**src/hdl/bsf_pkg.sv**
```systemverilog
// Package for the bond stress failure check core.
// Widths, register indexes, cause codes and small arithmetic helpers.
// No dependencies.
package bsf_pkg;

  localparam int unsigned CompBits = 21;
  localparam int unsigned NormFrac = CompBits - 2;
  localparam int unsigned VecBits  = 63;
  localparam int unsigned LifeBits = 17;
  localparam int unsigned RegBits  = 32;
  localparam int unsigned IdxBits  = 3;
  localparam int unsigned InBits   = 7 * VecBits + LifeBits;
  localparam int unsigned InBytes  = (InBits + 7) / 8;
  localparam int unsigned OutBits  = 32 + 31 + 1 + 2;
  localparam int unsigned OutBytes = (OutBits + 7) / 8;

  localparam logic [IdxBits-1:0] RegKn = 3'd0;
  localparam logic [IdxBits-1:0] RegKs = 3'd1;
  localparam logic [IdxBits-1:0] RegT  = 3'd2;
  localparam logic [IdxBits-1:0] RegC  = 3'd3;
  localparam logic [IdxBits-1:0] RegU  = 3'd4;
  localparam logic [IdxBits-1:0] RegF  = 3'd5;

  localparam logic [1:0] CauseNone    = 2'd0;
  localparam logic [1:0] CauseTensile = 2'd1;
  localparam logic [1:0] CauseShear   = 2'd2;
  localparam logic [1:0] CauseComp    = 2'd3;

  typedef logic signed [CompBits-1:0] comp_t;

  typedef struct packed {
    logic [RegBits-1:0] kn;
    logic [RegBits-1:0] ks;
    logic [RegBits-1:0] ten;
    logic [RegBits-1:0] coh;
    logic [RegBits-1:0] comp;
    logic [RegBits-1:0] fric;
  } cfg_t;

  function automatic comp_t get_comp(input logic [VecBits-1:0] w, input int unsigned k);
    return comp_t'(w[k*CompBits +: CompBits]);
  endfunction

endpackage

```
**src/hdl/bsf_sqrt_pipe.sv**
```systemverilog
// Pipelined floor square root, four result bits per stage.
// Depends on bsf_pkg. Carries a side payload alongside the radicand.
module bsf_sqrt_pipe
  import bsf_pkg::*;
(
  input  logic         clk_i,
  input  logic         rst_ni,
  input  logic         en_i,
  input  logic         valid_i,
  input  logic [63:0]  rad_i,
  input  logic [191:0] side_i,
  output logic         valid_o,
  output logic [31:0]  root_o,
  output logic [191:0] side_o
);
  localparam int unsigned NStg = 8;
  logic [63:0]     rem_q  [NStg];
  logic [31:0]     root_q [NStg];
  logic [191:0]    side_q [NStg];
  logic [NStg-1:0] vld_q;

  for (genvar g = 0; g < NStg; g++) begin : g_stg
    logic [63:0]  rem_in;
    logic [31:0]  root_in;
    logic [191:0] side_in;
    logic         vld_in;
    logic [63:0]  rem_d;
    logic [31:0]  root_d;
    if (g == 0) begin : g_head
      assign rem_in  = rad_i;
      assign root_in = '0;
      assign side_in = side_i;
      assign vld_in  = valid_i;
    end else begin : g_body
      assign rem_in  = rem_q[g-1];
      assign root_in = root_q[g-1];
      assign side_in = side_q[g-1];
      assign vld_in  = vld_q[g-1];
    end
    always_comb begin
      logic [63:0] r;
      logic [31:0] q;
      logic [65:0] trial;
      r = rem_in;
      q = root_in;
      for (int b = 0; b < 4; b++) begin
        trial = {32'd0, q, 2'b01} << (2 * (31 - (g * 4 + b)));
        if ({2'b0, r} >= trial) begin
          r = r - trial[63:0];
          q = {q[30:0], 1'b1};
        end else begin
          q = {q[30:0], 1'b0};
        end
      end
      rem_d  = r;
      root_d = q;
    end
    always_ff @(posedge clk_i or negedge rst_ni) begin
      if (!rst_ni) begin
        vld_q[g] <= 1'b0;
      end else if (en_i) begin
        vld_q[g] <= vld_in;
      end
    end
    always_ff @(posedge clk_i) begin
      if (en_i) begin
        rem_q[g]  <= rem_d;
        root_q[g] <= root_d;
        side_q[g] <= side_in;
      end
    end
  end

  assign valid_o = vld_q[NStg-1];
  assign root_o  = root_q[NStg-1];
  assign side_o  = side_q[NStg-1];
endmodule

```
**config.mk**
```make
export PLATFORM = sky130hd
export DESIGN_NAME = bsf_sqrt_pipe
export DESIGN_NICKNAME = d
export VERILOG_FILES = /design/src/hdl/bsf_pkg.sv /design/src/hdl/bsf_sqrt_pipe.sv
export SDC_FILE = /design/constraint.sdc
export NUM_CORES = 2
export LEC_CHECK = 0
export ABC_AREA = 0
export ABC_CLOCK_PERIOD_IN_PS = 37200
export BUFFER_PORTS_ARGS = -buffer_cell sky130_fd_sc_hd__buf_2
export CORE_UTILIZATION = 50
export CTS_CLUSTER_DIAMETER = 200
export DETAILED_ROUTE_END_ITERATION = 8
export GPL_TIMING_DRIVEN = 0
export PLACE_DENSITY_LB_ADDON = 0.3
export RECOVER_POWER = 25
export SLEW_MARGIN = 5
export SYNTH_ARGS = -nofsm -noshare
export SYNTH_HDL_FRONTEND = slang
export SYNTH_SLANG_ARGS = --single-unit
```
**constraint.sdc**
```tcl
create_clock -name clk_i -period 37.2 [get_ports clk_i]
set_input_delay 1.86 -clock clk_i [delete_from_list [all_inputs] [get_ports clk_i]]
set_output_delay 1.86 -clock clk_i [all_outputs]
set_load 0.02 [all_outputs]
```
Word-level counts from Yosys, hierarchy flattened
Memory sizes are Yosys's and may differ from the RTL's.
Index checks and enable logic that the tools add are counted.
{ "word_totals": {"reg_bits": 8, "ramBits": 2304, "inputBits": 260, "out_inout_bits": 225, "word_cells": 141, "memories": 3} }
{ "mem_list": {"columns": ["memory", "depth", "word_bits", "read_ports", "rd_clocked_by_memory_dff", "wr", "line", "source"], "rows": [
  ["side_q", 8, 192, 8, 0, 8, "bsf_sqrt_pipe.sv:19", "logic [191:0] side_q [NStg];"],
  ["rem_q", 8, 64, 7, 0, 8, "bsf_sqrt_pipe.sv:17", "logic [63:0] rem_q [NStg];"],
  ["root_q", 8, 32, 8, 0, 8, "bsf_sqrt_pipe.sv:18", "logic [31:0] root_q [NStg];"]
]} }
{ "op_classes": {"add_sub_neg": 32, "n_lt_le_gt_ge": 32, "muxes": 66} }
{ "ops": {"columns": ["cell", "count"], "rows": [
  ["2-to-1 mux 64 bit", 32],
  ["subtractor 64 bit", 13],
  [">= comparator 64 x 66 -> 1 bit", 12],
  [">= comparator 64 x 62 -> 1 bit", 2],
  ["subtractor 64 x 62 -> 64 bit", 2],
  [">= comparator 64 x 34 -> 1 bit", 1],
  [">= comparator 64 x 36 -> 1 bit", 1],
  [">= comparator 64 x 38 -> 1 bit", 1],
  [">= comparator 64 x 40 -> 1 bit", 1],
  [">= comparator 64 x 42 -> 1 bit", 1],
  [">= comparator 64 x 44 -> 1 bit", 1],
  [">= comparator 64 x 46 -> 1 bit", 1],
  [">= comparator 64 x 48 -> 1 bit", 1],
  [">= comparator 64 x 50 -> 1 bit", 1],
  [">= comparator 64 x 52 -> 1 bit", 1],
  [">= comparator 64 x 54 -> 1 bit", 1],
  [">= comparator 64 x 56 -> 1 bit", 1],
  [">= comparator 64 x 58 -> 1 bit", 1],
  [">= comparator 64 x 60 -> 1 bit", 1],
  [">= comparator 64 x 61 -> 1 bit", 1],
  [">= comparator 64 x 63 -> 1 bit", 1],
  [">= comparator 64 x 63 -> 1 bit (second input constant)", 1],
  [">= comparator 64 bit", 1],
  ["subtractor 64 x 34 -> 64 bit", 1],
  ["17 further kinds", 50]
]} }

Longest topological paths before layout
An unclocked memory read counts as a cell.
{ "logic_depth": {"ltp_word": 9, "depth_mapped": 81, "depth_no_buf": 67} }

Worst setup path before layout
Ideal clock, no wire load.
{ "synth_timing": {"kind": "flip-flop to flip-flop", "startpoint": "memory root_q[6][22], in the netlist root_q[1][86]", "endpoint": "memory root_q[7][0], in the netlist root_q[1][96] (data pin)", "setup_ns": 0.268, "arrival_ns": 13.576, "required_time_ns": 36.932, "slack_ns": 23.356, "stages_incl_launch_ff": 75, "n_path_buf": 15, "period_less_slack_ns": 13.844, "path_cell_list": "edfxtp_1 -> inv_1 -> ha_1 -> clkbuf_1 -> nand4_1 -> or3_1 -> clkbuf_1 -> nor4_1 -> nand3_1 -> and4_1 -> o21ai_1 -> buf_4 -> clkbuf_1 -> clkbuf_1 -> clkbuf_1 -> a21oi_1 -> ha_1 -> or3b_2 -> [... 39 more ...] -> nand2b_1 -> a21oi_1 -> nor2b_1 -> o21ai_0 -> nand2b_1 -> a21oi_1 -> o41ai_1 -> a21oi_1 -> nor2b_1 -> o21ai_0 -> nand4_1 -> nor3_1 -> nand3_1 -> nor4_1 -> and4b_1 -> nand4_1 -> nor3_1 -> nand4_1"} }
{ "synth_lines": {"columns": ["element", "line"], "rows": [
  ["start: declaration", "bsf_sqrt_pipe.sv:18"]
]} }

==> impl_results.md <==
- YS warnings: 0
- EDFF count, synth: 2128
- Max clock buf depth: 3
- Syn nets: 10700
- Post-Place Cells: 13300
- Synth Instances: 9841
- Row count: 174
- Non-filler cells, final: 13700
- Commonest non-fill, non-tap cells in the layout: edfxtp_1, a21oi_1, nor2_1, nand2_1, ha_1
- First drt pass iteration count: 7
- Simple-gate share of the synthesized area: 13.7%
- Post-CTS Setup Bufs: 0
- Total GRT Usage: 26.9%
- Worst path slowest cell: clkbuf_1
- Setup TNS: 0 ns
- DR vias/cell: 5.97
- Most common cell after layout, fill and taps aside: edfxtp_1
- Post-synthesis cell area: 114000 µm²
- Final Skew: 0.108 ns
- Initial DRC Count: 7214
- Hold path depth: 0
- Place WS: 17.73 ns
- Outcome: finished clean
- Most frequent CP cell: a21o_1
- Tcrit/Tclk final: 53.9%
- CTS Buf Count: 210
- Top-area cell type share of the netlist area: 56.2%
- Worst r2r src: root_q[1][83]
- Post-synthesis cell type count: 111
- First-pass GRT wire length: 472000 µm
- Share of post-route cells with drive strength above 1: 10.2%
- Hpwl dp: 246000 µm
- Port Buffers: 484
- R2R setup slack: 17.13 ns
- Top cells by area, synth: edfxtp_1, ha_1, xnor2_1, a21oi_1, nor2_1
- Sequential cell area fraction in the yosys report: 56.3%
- Htree depth: 4
- Largest family of logic cells by synthesized area: compound AO/OA/AOI/OAI gates
- R2R cell count: 81
- Post-route ant nets: 0
- Top FF cell, synth: edfxtp_1
- Worst-path clk slew: 0.06 ns
- Slew @ Worst Pin: 1.43 ns
- Via Count: 82000
- Adder-Cell Fraction of Synth Area: 6.35%
- Critical path type: register to register
- Die area: 229000 µm²
- Crit path max fanout: 11
- Final #Nets: 11400
- Worst EP required: 37.78 ns
- Setup ws final: 17.13 ns
- Syn Area/Cell: 11.6 µm²
- TritonCTS clock tree: done
- IR drop worst, VDD: 128 µV
- Post-synthesis mux area share: 1.19%
- Post-Synth XOR/XNOR Area: 6.14%
- Vias in the first global route: 77900
- Root buffer cell: clkbuf_16
- Area delta synth->final: 11.9%
- Compound-Gate Fraction of Synth Area: 14.0%
- Pwr Total: 12700 µW
- Skew-Pair Late Insertion Delay: 0.91 ns
- TritonCTS Sinks: 2136
- GR Overflow Total: 0
- Beginning of the worst hold path: side_q[0][52]
- IO Pins: 485
- Pwr per Cell Area: 99.4 nW/µm²
- Crit. End Element: register
- R2r endpoint: root_q[1][96]
- #FFs+latches synth: 2136
- Ys async rst share: 0.375%
- Residual DRC: 0
- Setup violators final: 0
- Initial core utilization: 50.4%
- Relative slew slack: 3.86%
- Fin. max-slew vios: 0
- Area of the core: 226000 µm²
- Final hold viol count: 0
- Post-DR wirelength/cell: 23.1 µm
- CTS resizes: 0
- Minimum clock period: 20.07 ns
- Die Ht: 479 µm
- CP arrival: 20.65 ns
- Max cap viols: 0
- Final Wtd Congestion: 0.980
- Routed wire length: 317000 µm
- WHS Endpoint: side_q[0][244]
- Worst Hold Class: register to register
- Critical path's largest stage delay: 0.67 ns
- Largest net degree at the start of global routing: 192
- Fmax: 49.8 MHz
- Die X: 479 µm
- Setup crit start kind: register
- Leakage: 0.0481 µW
- Initial antenna violation count: 15
- Cell taking the most area after synthesis: edfxtp_1
- Hold_buf cts: 0
- RSZ-0062 raised after global routing: false
## report_power, final
| part | switching (µW) | leakage (µW) | internal, µW |
|---|---|---|---|
| sequential | 165 | 0.0208 | 3100 |
| combinational | 4550 | 0.0239 | 2730 |
| clock | 902 | 0.00339 | 1210 |
| total | 5620 | 0.0481 | 7040 |
## worst max-delay path by stage
stage,slack [ns],to,startpoint,cells past startpoint
floorplan,23.36,root_q[1][96],root_q[1][86],74
global placement,1.73,side_q[1][672],en_i,1
detailed placement,17.73,root_q[1][96],root_q[1][83],80
CTS,17.63,root_q[1][96],root_q[1][83],81
global route,15.99,root_q[1][96],root_q[1][83],81
finish,17.13,root_q[1][96],root_q[1][83],81
## routing by layer
layer	vias to the layer above	global-route usage [%]	part of all wire, %
met3	568	3.89	5.7
met2	2740	45.2	48
met1	39800	35.5	42
met4	14	9.40	3.6
li1	38900	-	-
met5	-	0	0.028
## final cells by class
cell class,count,area [µm²]
clock inverter,139,1620
multi-input combinational,7042,47100
tap,2992,3740
buffer,283,1180
clock buffer,252,5410
inverter,380,1430
fill,18900,98200
sequential,2136,64100
antenna,2,5.00
timing repair buffer,499,2790
## registers in the layout, indices dropped and copies added, names as in the netlist
name,count
side_q,1536
rem_q,448
root_q,144
g_stg.vld_in,7
valid_o,1
## through the flow
stage | area (µm²) | utilization, % | hold slack [ns]
finish | 127000 | 56.5 | 0.335
global route | 127000 | 56.5 | 0.348
CTS | 127000 | 56.5 | 0.333
detailed placement | 120000 | 53.3 | 0.405
global placement | 120000 | 53.2 | 0.400
floorplan | 114000 | - | 0.400
## cells in the mapped netlist, types with 85 or more instances
master,instances
edfxtp_1,2128
a21oi_1,829
nor2_1,824
nand2_1,689
ha_1,577
xnor2_1,522
o21ai_0,428
inv_1,369
a21o_1,312
xor2_1,276
nor3_1,240
nand3_1,233
clkbuf_1,197
nand4_1,179
nor4_1,163
or3_1,96
and3_1,93
nand2b_1,92
a31oi_1,85
mux2_2,85
o21a_1,85
## critical path, delay by kind of cell (launching register included)
kind / cells / cell delay [ns]
AO/OA/AOI/OAI: 33 / 6.42
buffers and inverters: 17 / 6.41
AND/OR/NAND/NOR: 27 / 5.21
adder cells (fa/ha/maj): 4 / 1.12
flip-flops: 1 / 0.55
## cells by family after synthesis
| kind of cell | Yosys count |
|---|---|
| flip-flops | 2136 |
| multiplexers | 123 |
| buffers and inverters | 663 |
| AO/OA/AOI/OAI | 2458 |
| AND/OR/NAND/NOR | 3086 |
| XOR/XNOR | 798 |
| adder cells (fa/ha/maj) | 577 |
No activity file was read; power rests on OpenSTA's default activity.
